`src/design/rsdz_pkg.sv`:
```
// ----------------------------------------------------------------------------
// rsdz_pkg
// Shared widths, constants and cell state types of the radial stick dead zone.
// ----------------------------------------------------------------------------
package rsdz_pkg;

  localparam int unsigned SQ_CELLS  = 16;
  localparam int unsigned DIV_CELLS = 15;

  localparam logic [14:0] FULL_SCALE   = 15'h7fff;
  localparam logic [14:0] DZ_MAX       = 15'h7ffe;
  localparam logic [14:0] LEFT_DZ_RST  = 15'd7849;
  localparam logic [14:0] RIGHT_DZ_RST = 15'd8689;

  localparam logic REG_LEFT_DZ  = 1'b0;
  localparam logic REG_RIGHT_DZ = 1'b1;

  typedef struct packed {
    logic [16:0] rem;
    logic [15:0] root;
    logic [31:0] rad;
  } sqrt_cell_t;

  typedef struct packed {
    logic [15:0] rem;
    logic [14:0] lq;
  } div_cell_t;

endpackage

```
`src/design/rsdz_sqrt_cell.sv`:
```
// ----------------------------------------------------------------------------
// rsdz_sqrt_cell
// One digit step of the integer square root; resolves one root bit per cycle.
// ----------------------------------------------------------------------------
module rsdz_sqrt_cell (
  input  logic                clk_i,
  input  rsdz_pkg::sqrt_cell_t st_i,
  output rsdz_pkg::sqrt_cell_t st_o
);

  logic [18:0] trial;
  logic [18:0] part;
  logic [18:0] diff;
  logic        ge;
  rsdz_pkg::sqrt_cell_t st_d;
  rsdz_pkg::sqrt_cell_t st_q;

  always_comb begin
    part  = {st_i.rem, st_i.rad[31:30]};
    trial = {1'b0, st_i.root, 2'b01};
    ge    = part >= trial;
    diff  = part - trial;
    st_d.rem  = ge ? diff[16:0] : part[16:0];
    st_d.root = {st_i.root[14:0], ge};
    st_d.rad  = {st_i.rad[29:0], 2'b00};
  end

  always_ff @(posedge clk_i) begin
    st_q <= st_d;
  end

  assign st_o = st_q;

endmodule

```
`config.mk`:
```
export PLATFORM = sky130hd
export DESIGN_NAME = rsdz_sqrt_cell
export DESIGN_NICKNAME = d
export VERILOG_FILES = /design/src/design/rsdz_pkg.sv /design/src/design/rsdz_sqrt_cell.sv
export SDC_FILE = /design/constraint.sdc
export NUM_CORES = 1
export LEC_CHECK = 0
export ABC_AREA = 0
export BUFFER_PORTS_ARGS = -buffer_cell sky130_fd_sc_hd__buf_2
export CAP_MARGIN = 20
export CORE_MARGIN = 2
export CORE_UTILIZATION = 30
export CTS_BUF_LIST = sky130_fd_sc_hd__clkbuf_16
export DETAILED_ROUTE_END_ITERATION = 10
export PLACE_DENSITY = 0.66
export SYNTH_ARGS = -nofsm -noshare
export SYNTH_HDL_FRONTEND = slang
export SYNTH_SLANG_ARGS = --single-unit
```
`constraint.sdc`:
```
create_clock -name clk_i -period 1.9 [get_ports clk_i]
set_input_delay 0 -clock clk_i [delete_from_list [all_inputs] [get_ports clk_i]]
set_output_delay 0 -clock clk_i [all_outputs]
set_load 0.01 [all_outputs]
```
==> results.ini <==
[clock_network]
cts_sinks = 63
clk_pin_slew_ns = 0.06
tritoncts = built
postCtsHoldBufs = 58
cts_root_buffer = clkbuf_16
postCtsResizedCells = 0
postCtsSetupRepairBufs = 0
clock_path_buffers = 2
h-tree-depth = 3
numCtsBuffers = 9

[drt]
drc = 0
via_per_inst = 4.278
drtAntennaViolNets = 0
first_iter_violations = 43
drt-total-wl_microns = 6880
first_pass_iters = 4
num_vias = 2353
wl_per_cell_microns = 12.51

[global_routing]
antenna_found_initial = 0
grt_max_degree = 12
grt_pass1_wl_microns = 10480
grt_usage = 0.1546
grt_overflow = 0
grt_pass1_vias = 2347

[yosys]
synth.cell_area_sq_um = 2410
avgSynthCellArea_sq_um = 11.26
synth_sequential_area_ratio = 0.5234
ys_types = 41
ys_warn_count = 0
syn_inst = 214
ys_ff_latch = 63

[power_and_ir_drop]
clock_power_share = 0.423
p_per_area_nw_per_um2 = 934.6
pwr-share-seq = 0.363
vdd_drop_max_mv = 0.4922
power_switching_share = 0.2445
pwr-share-comb = 0.214
p_int_mw = 3.084
p_switching_mw = 0.9977
p_leak_nw = 2.166

[timing]
fin_crit_ns = 1.683
fin_crit_sh = 0.8857
max_freq_ghz = 0.5942
worst_hold_slack_ns = 0.02495
slew_violations = 0
rsz0062_at_grt = no
hold_violations = 0
setup_violations = 0
tns_ns = 0

[cells_and_area]
utilization = 0.5622
layout.nets = 527
seqCellArea_sq_um = 1261
multi_input_area_sq_um = 1109
area_delta_synth_final_pct = 81.20
finalInstanceArea_sq_um = 4367
antenna_cells = 0
fillers = 673
final_cells = 550
layout_common_cells = 128 x buf_2, 63 x dfxtp_1, 58 x dlygate4sd3_1
drive_gt1_frac = 0.4487
largest_reg_flops = 63
layout_commonest_cell = buf_2

[setup_path]
path_cells = buf_2 -> inv_1 -> ha_1 -> a211oi_1 -> nor2_1 -> or3_1 -> a311o_1 -> xor2_1 -> mux2_2
cp_max_fo = 4
startpoint_type = input port
cp.required_ns = 2.11
crit_start = st_i[35]
critical_path_class = input port to flop
cp-end-kind = flop
worst_path_max_delay_cell = a311o_1
cp_num_cells = 9
worst-path-buf-inv = 2
slowest_delay_ns = 0.38
crit_arrival_ns = 1.89
cp_top_family = compound AO/OA/AOI/OAI gates
endpoint = st_o[64]

[placed_design]
numPortBuffers = 128
place_congestion = 0.8117
dpl.hpwl_microns = 4851
dp_cells = 476
placed_area_sq_um = 3472

[flow_run]
drv_cap = 0

[floorplanning]
die_w_microns = 93.63
rows = 32
start_util = 0.3102
coreArea_sq_um = 7767
dieArea_sq_um = 8766
die_y_microns = 93.63
pin_count = 131

[hold_path]
min_path_type = input port to flop
min-delay-start = st_i[30]
hold_path_depth = 3

[outcome]
status = finished, final reports clean

logic make-up after synthesis:
kind of cell,Yosys count,share of synthesized area
adder cells (fa/ha/maj),18,0.09346
flip-flops,63,0.5234
AND/OR/NAND/NOR,31,0.06438
AO/OA/AOI/OAI,46,0.1314
multiplexers,17,0.08775
XOR/XNOR,14,0.05088
other,1,0.001556
buffers and inverters,24,0.04725
layout make-up:
class | count | share of cell area
Multi-Input combinational cell | 128 | 0.2539
Inverter | 21 | 0.01805
Clock buffer | 9 | 0.05158
Clock inverter | 7 | 0.02034
Timing Repair Buffer | 220 | 0.3381
Tap cell | 102 | 0.02923
Sequential cell | 63 | 0.2888
worst min-delay path by stage:
stage | slack [ns] | endpoint
6_report | 0.02 | st_o[48]
5_1_grt | 0.03 | st_o[64]
4_1_cts | 0.02 | st_o[64]
3_5_place_dp | 0.10 | st_o[12]
3_3_place_gp | 0.10 | st_o[16]
2_1_floorplan | 0.03 | st_o[10]
synthesized netlist by cell type:
cell,instances,area (sq um)
a211o_1,1,8.760
a211oi_1,3,22.52
a21boi_0,1,7.510
a21boi_4,1,18.77
a21o_1,4,30.03
a21oi_1,14,70.07
a21oi_2,1,8.760
a22o_1,1,8.760
a311o_1,2,20.02
a31o_2,1,8.760
a41oi_1,1,8.760
and2_1,2,12.51
and3_1,2,12.51
and4b_1,1,10.01
buf_12,1,20.02
buf_4,2,15.01
conb_1,1,3.750
dfxtp_1,63,1261
ha_1,18,225.2
inv_1,21,78.83
mux2_2,9,101.4
mux2_4,6,90.09
mux2i_1,2,20.02
nand2_1,6,22.52
nand2b_1,1,6.260
nand3_1,1,5.000
nand4_1,2,12.51
nor2_1,10,37.54
nor2b_1,1,6.260
nor3_1,1,5.000
nor4_1,1,6.260
o211a_1,1,10.01
o211ai_1,2,15.01
o21a_1,2,15.01
o21ai_0,7,35.03
o21ai_1,1,5.000
o21bai_1,2,15.01
o41ai_1,1,8.760
or3_1,3,18.77
xnor2_1,8,70.07
xor2_1,6,52.55
per-layer routing:
metal / part of all wire / global-route usage / vias up
li1: - / - / 1199
met1: 0.43 / 0.1681 / 1046
met2: 0.48 / 0.2824 / 102
met3: 0.071 / 0.04432 / 6
met4: 0.014 / 0.05918 / 0
met5: 0 / 0 / -
power groups by stage:
stage	Sequential, mW	Combinational (mW)	Clock (mW)
6_report	1.48	0.875	1.72
5_1_grt	1.49	0.956	1.83
3_5_place_dp	1.51	0.784	0
4_1_cts	1.48	0.881	1.76
3_3_place_gp	1.51	0.771	0
2_1_floorplan	1.58	0.372	0
metrics by stage:
step,power [mW],setup slack [ns]
3_5_place_dp,2.292,-0.1096
6_report,4.081,0.2172
3_3_place_gp,2.280,-0.07962
2_1_floorplan,1.952,0.01035
4_1_cts,4.121,0.2159
5_1_grt,4.278,0.09885
Power figures use the tool's default switching activity.
