**src/design/rsdz_pkg.sv**
```systemverilog
// ----------------------------------------------------------------------------
// rsdz_pkg
// Shared widths, constants and cell state types of the radial stick dead zone.
// ----------------------------------------------------------------------------
package rsdz_pkg;

  localparam int unsigned SQ_CELLS  = 16;
  localparam int unsigned DIV_CELLS = 15;

  localparam logic [14:0] FULL_SCALE   = 15'h7fff;
  localparam logic [14:0] DZ_MAX       = 15'h7ffe;
  localparam logic [14:0] LEFT_DZ_RST  = 15'd7849;
  localparam logic [14:0] RIGHT_DZ_RST = 15'd8689;

  localparam logic REG_LEFT_DZ  = 1'b0;
  localparam logic REG_RIGHT_DZ = 1'b1;

  typedef struct packed {
    logic [16:0] rem;
    logic [15:0] root;
    logic [31:0] rad;
  } sqrt_cell_t;

  typedef struct packed {
    logic [15:0] rem;
    logic [14:0] lq;
  } div_cell_t;

endpackage

```
**src/design/rsdz_div_cell.sv**
```systemverilog
// ----------------------------------------------------------------------------
// rsdz_div_cell
// One restoring division step; shifts one quotient bit in per cycle.
// ----------------------------------------------------------------------------
module rsdz_div_cell (
  input  logic               clk_i,
  input  rsdz_pkg::div_cell_t st_i,
  input  logic [15:0]        divisor_i,
  output rsdz_pkg::div_cell_t st_o
);

  logic [16:0] part;
  logic [16:0] diff;
  logic        ge;
  rsdz_pkg::div_cell_t st_d;
  rsdz_pkg::div_cell_t st_q;

  always_comb begin
    part = {st_i.rem, st_i.lq[14]};
    ge   = part >= {1'b0, divisor_i};
    diff = part - {1'b0, divisor_i};
    st_d.rem = ge ? diff[15:0] : part[15:0];
    st_d.lq  = {st_i.lq[13:0], ge};
  end

  always_ff @(posedge clk_i) begin
    st_q <= st_d;
  end

  assign st_o = st_q;

endmodule

```
**config.mk**
```make
export PLATFORM = sky130hd
export DESIGN_NAME = rsdz_div_cell
export DESIGN_NICKNAME = d
export VERILOG_FILES = /design/src/design/rsdz_pkg.sv /design/src/design/rsdz_div_cell.sv
export SDC_FILE = /design/constraint.sdc
export NUM_CORES = 1
export LEC_CHECK = 0
export BUFFER_PORTS_ARGS = -buffer_cell sky130_fd_sc_hd__clkbuf_2
export CORE_MARGIN = 3
export CORE_UTILIZATION = 40
export DETAILED_ROUTE_END_ITERATION = 10
export PLACE_DENSITY = 0.72
export SETUP_SLACK_MARGIN = 0.2
export SKIP_LAST_GASP = 1
export SLEW_MARGIN = 20
export SYNTH_ARGS = -nofsm -noshare
export SYNTH_HDL_FRONTEND = slang
export SYNTH_SLANG_ARGS = --single-unit
```
**constraint.sdc**
```tcl
create_clock -name clk_i -period 1.97 [get_ports clk_i]
set_input_delay 0.0985 -clock clk_i [delete_from_list [all_inputs] [get_ports clk_i]]
set_output_delay 0.0985 -clock clk_i [all_outputs]
set_load 0.005 [all_outputs]
```
==> impl_metrics.ini, run 1 <==
[timing]
finalSetupViolCount = 0
rsz0062_at_grt = yes
max_freq_ghz = 0.5770
final-hold-violation-count = 0
finalCriticalPeriod_ns = 1.733
holdWs_ns = 0.04070
finalCritPeriodShare_pct = 87.97
drv_slew = 0
worst_slew_margin_rel_pct = 79.44
tightest_slew_ns = 0.3064

[routing]
dr.max_layer_used = met4
drt_iter0_drc = 50
wl_met2_um = 2495
wl_met3_um = 387
wl_per_cell_um = 13.36
vias_per_cell = 4.839
dr.pass1.iters = 4
detail-route-antenna-nets = 0
wl_met1_um = 2114
drt-total-wl_um = 5062
drc_errors = 0
dr_total_vias = 1834

[layout]
fillers = 302
antenna_cells = 0
layout.area.seq_um2 = 620.6
nNetsFinal = 393
multi_input_area_um2 = 1267
final_util_pct = 74.89
drive_gt1_share_pct = 53.50
largest_reg_flops = 31
synthToLayoutAreaGrowth_pct = 74.56

[power]
p_leak_uw = 0.001533
ir_worst_vdd_uv = 320.4
powerDensity_nw_per_um2 = 702.9

[setup_path]
crit_required_ns = 2.14
max_stage_delay_ns = 0.32
critPathLaunchType = input pin
crit_cells = 9
cp_cell_sequence = buf_6 > ha_4 > a211oi_4 > o211ai_1 > o21ai_2 > o211ai_4 > a31oi_4 > buf_4 > mux2_2
crit_slowest_cell = mux2_2
crit_path_max_fanout = 4
worst-setup-path-type = input pin to register
cp.arrival_ns = 1.90
crit_family = compound AO/OA/AOI/OAI gates
end_kind = register
critPathBufInv = 2

[die]
die_h_um = 72.44
die_x_um = 72.44
io_pins = 79
start_util_pct = 42.90
die-area_um2 = 5247
fp.coreArea_um2 = 4115
rows = 23

[synth]
yosys.cell_count.top_type = dfxtp_1
syn_avg_cell_area_um2 = 9.492
yosysTopAreaCell = dfxtp_1
yosysTopAreaCellShare_pct = 35.15
synth_seq_cells = 31
synth_common_cells = dfxtp_1 (31), inv_1 (22), ha_1 (16)
yosysWarnings = 0
async_flop_share_pct = 0
muxShareOfSynthArea_pct = 10.70
synth_top_family_by_area = compound AO/OA/AOI/OAI gates
syn_nets = 251
synth-edff-count = 0
ys_types = 39
synthAdderAreaFrac_pct = 12.47
synthFlopType = dfxtp_1
seq_area_frac_synth_pct = 35.15
netlist_area_um2 = 1765
netlist_instances = 186
synth-compound-area-share_pct = 21.40
synthTopCellsByArea = dfxtp_1 (35%), ha_1 (11%), mux2_4 (5.1%)
synth_simple_gate_area_share_pct = 9.355
synth_xor_area_share_pct = 4.465

[clocking]
h-tree-depth = 2
clockBufferDepth = 2
cts_root_buffer = clkbuf_8
cts_tree = built
cts_made_buffers = 5
cts.sinks = 31
clk_pin_slew_ns = 0.08

[placement]
gp_congestion = 0.8283
hpwlAfterDp_um = 3771
portBuffers = 78

[worst_hold_path]
hold_class = input pin to register
whs_path_depth = 2

[run_status]
outcome = finished clean

[global_routing]
grt_usage_pct = 19.10
grt_pass1_wl_um = 8024
grt_max_degree = 12
grt-ovfl-total = 0
antenna_found_initial = 0
grt_pass1_vias = 1878

[job]
cap_violations = 0
cell type report:
type	instances	area share [%]
Inverter	22	3.086
Clock buffer	5	2.233
Sequential cell	31	20.14
Clock inverter	3	1.421
Tap cell	50	2.030
Multi-Input combinational cell	129	41.13
Timing Repair Buffer	139	29.96
logic make-up (layout without fill, tap and decap cells):
group | after synthesis | after routing
compound gates | 55 | 55
simple gates | 33 | 33
flops | 31 | 31
buf+inv | 26 | 169
fa+ha+maj | 17 | 17
mux | 15 | 15
xor+xnor | 9 | 9
path summary, 6_finish.rpt:
path | start | slack [ns] | endpoint
worst max-delay path | st_i[18] | 0.24 | st_o[30]$_DFF_P_
worst min-delay path | st_i[18] | 0.04 | st_o[19]$_DFF_P_
per-stage QoR:
stage          setup TNS, ns  instances  setup slack [ns]  cell area (um2)  power (uW)
6_report                   0        379            0.2370             3082        2166
5_1_grt                    0        379            0.1385             3082        2282
4_1_cts                    0        375            0.2138             2932        2112
3_5_place_dp          -1.387        350           -0.1085             2648        1447
3_3_place_gp         -0.9402        350          -0.08146             2648        1427
2_1_floorplan              0        186           0.01356             1917        1145
where the power goes:
group          internal [uW]  switching (uW)
sequential               713            22.7
combinational            464             334
clock                    376             256
total                   1550             613
per-layer routing:
metal / vias up / GRT usage [%]
met5: - / 0
li1: 941 / -
met1: 819 / 22.90
met2: 66 / 33.67
met3: 8 / 3.740
met4: 0 / 6.967
cells in the final DEF (no fill, tap or decap), drive strengths merged:
cell / Yosys / routed
dlygate4sd3: 0 / 14
o21a: 3 / 3
inv: 22 / 22
o31ai: 1 / 1
a31oi: 1 / 1
nand3b: 1 / 1
o21ai: 13 / 13
a211oi: 5 / 5
ha: 16 / 16
clkinv: 0 / 2
a21oi: 14 / 14
a311o: 1 / 1
xnor2: 6 / 6
nor3: 1 / 1
xor2: 3 / 3
a21boi: 2 / 2
fa: 1 / 1
nor2: 12 / 12
a32o: 1 / 1
mux2i: 2 / 2
nand2: 8 / 8
mux2: 13 / 13
or4: 1 / 1
nand4: 3 / 3
nor2b: 3 / 3
dfxtp: 31 / 31
o211ai: 2 / 2
o31a: 2 / 2
nand3: 3 / 3
a211o: 1 / 1
a21o: 7 / 7
clkbuf: 1 / 82
o22ai: 1 / 1
o211a: 1 / 1
bufinv: 0 / 1
buf: 3 / 48
nor3b: 1 / 1
timing repair:
action	4_1_cts	5_1_grt
hold buffers	14	0
setup buffers	3	4
gates resized for setup	2	25
pin swaps	3	8
setup endpoints to repair	8	16
hold endpoints to repair	14	0
Note: power is estimated with default switching activity, not from simulation.
==> run 2, diff against run 1 <==
--- a/config.mk
+++ b/config.mk
@@ -6,8 +6,8 @@
 export NUM_CORES = 1
 export LEC_CHECK = 0
 export BUFFER_PORTS_ARGS = -buffer_cell sky130_fd_sc_hd__clkbuf_2
-export CORE_MARGIN = 3
 export CORE_UTILIZATION = 40
+export CTS_BUF_LIST = sky130_fd_sc_hd__clkbuf_4
 export DETAILED_ROUTE_END_ITERATION = 10
 export PLACE_DENSITY = 0.72
 export SETUP_SLACK_MARGIN = 0.2
==> run 2 against run 1 <==
Effect of this change:
- die area decreased by 11%
- critical path depth unchanged
- sequential share of layout area increased by 0.94 points
- global-route usage increased by 2.5 points
- wire length decreased by 6.2%
- sequential cell count unchanged
- cell area decreased by 4.5%
- combinational power decreased by 8.6%
- maximum frequency increased by 0.29%
- cell count increased by 0.26%
==> impl_metrics.ini, run 2 (synthesis gave the netlist of run 1 again) <==
[run_status]
outcome = finished clean

[routing]
drc_errors = 0
wl_per_cell_um = 12.49
detail-route-antenna-nets = 0
drt-total-wl_um = 4747
dr_total_vias = 1807
dr.pass1.iters = 4
drt_iter0_drc = 51
vias_per_cell = 4.755

[die]
start_util_pct = 42.90
die-area_um2 = 4683
fp.coreArea_um2 = 4115
die_h_um = 68.44
rows = 23
die_x_um = 68.44
io_pins = 79

[layout]
multi_input_area_um2 = 1159
layout_common_cells = clkbuf_2 (78), buf_4 (40), dfxtp_1 (31)
final_common_cell = clkbuf_2
layout.area.seq_um2 = 620.6
fillers = 306
fin_area_um2 = 2944
nNetsFinal = 394
antenna_cells = 0
drive_gt1_share_pct = 49.39
final_util_pct = 71.54
synthToLayoutAreaGrowth_pct = 66.76
largest_reg_flops = 31

[power]
internal_power_uw = 1395
p_sw_share_pct = 28.54
p_total_uw = 1952
powerDensity_nw_per_um2 = 663.0
power_frac_comb_pct = 37.4
p_clk_share_pct = 24.9
p_seq_share_pct = 37.7
ir_worst_vdd_uv = 409.2
switchingPower_uw = 557.1
p_leak_uw = 0.001485

[timing]
finalWorstSetupSlack_ns = 0.2420
finalSetupViolCount = 0
drv_slew = 0
tightest_slew_ns = 0.4556
worst_slew_margin_rel_pct = 69.30
max_freq_ghz = 0.5787
tns_ns = 0
finalCriticalPeriod_ns = 1.728
final-hold-violation-count = 0
rsz0062_at_grt = no
finalCritPeriodShare_pct = 87.72

[clocking]
cts_root_buffer = clkbuf_4
cts_made_buffers = 5
cts.sinks = 31
clockBufferDepth = 2
h-tree-depth = 2
post_cts_buffers = 0
clk_pin_slew_ns = 0.10
cts_tree = built

[global_routing]
grt_usage_pct = 21.60
antenna_found_initial = 0
busiest_layer = met2
met3_usage_pct = 5.833
grt-ovfl-total = 0
met2_usage_pct = 39.22
grt_pass1_vias = 1713
grt_max_degree = 11
gr-usage-met1_pct = 24.00
grt_pass1_wl_um = 7238

[worst_hold_path]
whs_endpoint = st_o[25]$_DFF_P_
hold_class = input pin to register
whs_path_depth = 2
hp-start = st_i[24]

[placement]
dp_slack_ns = -0.1099
placed_area_um2 = 2663
gp_congestion = 0.7888
portBuffers = 78
hpwlAfterDp_um = 3634

[job]
cap_violations = 0

[setup_path]
crit_required_ns = 2.19
crit_path_max_fanout = 7
end_kind = register
cp.arrival_ns = 1.95
critPathLaunchType = input pin
worst-setup-path-type = input pin to register
## run 2: cell count changes in the layout (fill, tap and decap cells not counted), moves of 2 or more
cell and change:
buf_4 -5, clkbuf_2 +2, clkbuf_4 +5, clkbuf_8 -6, dlygate4sd3_1 +6, ha_1 +3
ha_2 +2, ha_4 -5, mux2_2 +6, mux2_4 -6, o21ai_0 +3, o21ai_1 -3
## run 2: critical path, cell delays in order
cell      delay [ns]
clkbuf_2        0.17
inv_12          0.03
ha_4            0.30
nand4_4         0.13
or4_4           0.51
o211ai_4        0.10
a31oi_4         0.15
buf_12          0.17
mux2_4          0.29
## run 2: power groups by stage
stage / Sequential (uW) / Combinational, uW / Clock [uW]
after detailed placement: 751 / 693 / 0
after global placement: 748 / 682 / 0
final: 736 / 729 / 487
after CTS: 737 / 723 / 507
after floorplan: 761 / 384 / 0
after global routing: 744 / 802 / 540
## run 2: stage by stage
step | hold slack [ns] | cells
floorplan | 0.1262 | 186
finish | 0.03672 | 380
global placement | 0.2011 | 352
detailed placement | 0.2024 | 352
CTS | 0.002753 | 377
global route | 0.01027 | 380
## run 2: worst max path at each step
stage / depth (start not counted) / endpoint / slack (ns) / start
6_report: 9 / st_o[26]$_DFF_P_ / 0.24 / divisor_i[10]
5_1_grt: 10 / st_o[15]$_DFF_P_ / 0.20 / divisor_i[10]
4_1_cts: 9 / st_o[24]$_DFF_P_ / 0.26 / divisor_i[10]
3_5_place_dp: 9 / st_o[24]$_DFF_P_ / -0.11 / divisor_i[10]
3_3_place_gp: 9 / st_o[24]$_DFF_P_ / -0.08 / divisor_i[10]
2_1_floorplan: 9 / st_o[23]$_DFF_P_ / 0.01 / divisor_i[10]
## run 2: final cells by class
type / count / share of cell area, %
inverter: 22 / 3.230
multi-input combinational: 129 / 39.35
tap: 50 / 2.125
timing repair buffer: 140 / 31.62
clock inverter: 3 / 1.317
clock buffer: 5 / 1.275
sequential: 31 / 21.08
## run 2: what timing repair did
| item | 4_1_cts | 5_1_grt |
|---|---|---|
| gates resized for setup | 0 | 2 |
| setup endpoints to repair | 0 | 3 |
| hold endpoints to repair | 17 | 3 |
| hold buffers | 17 | 3 |
## run 2: per-layer routing
layer | routed length, um | vias to the layer above | share of wire (%)
li1 | - | 942 | -
met1 | 2002 | 799 | 42
met2 | 2365 | 60 | 50
met3 | 315 | 6 | 6.6
met4 | 63 | 0 | 1.3
met5 | 0 | - | 0
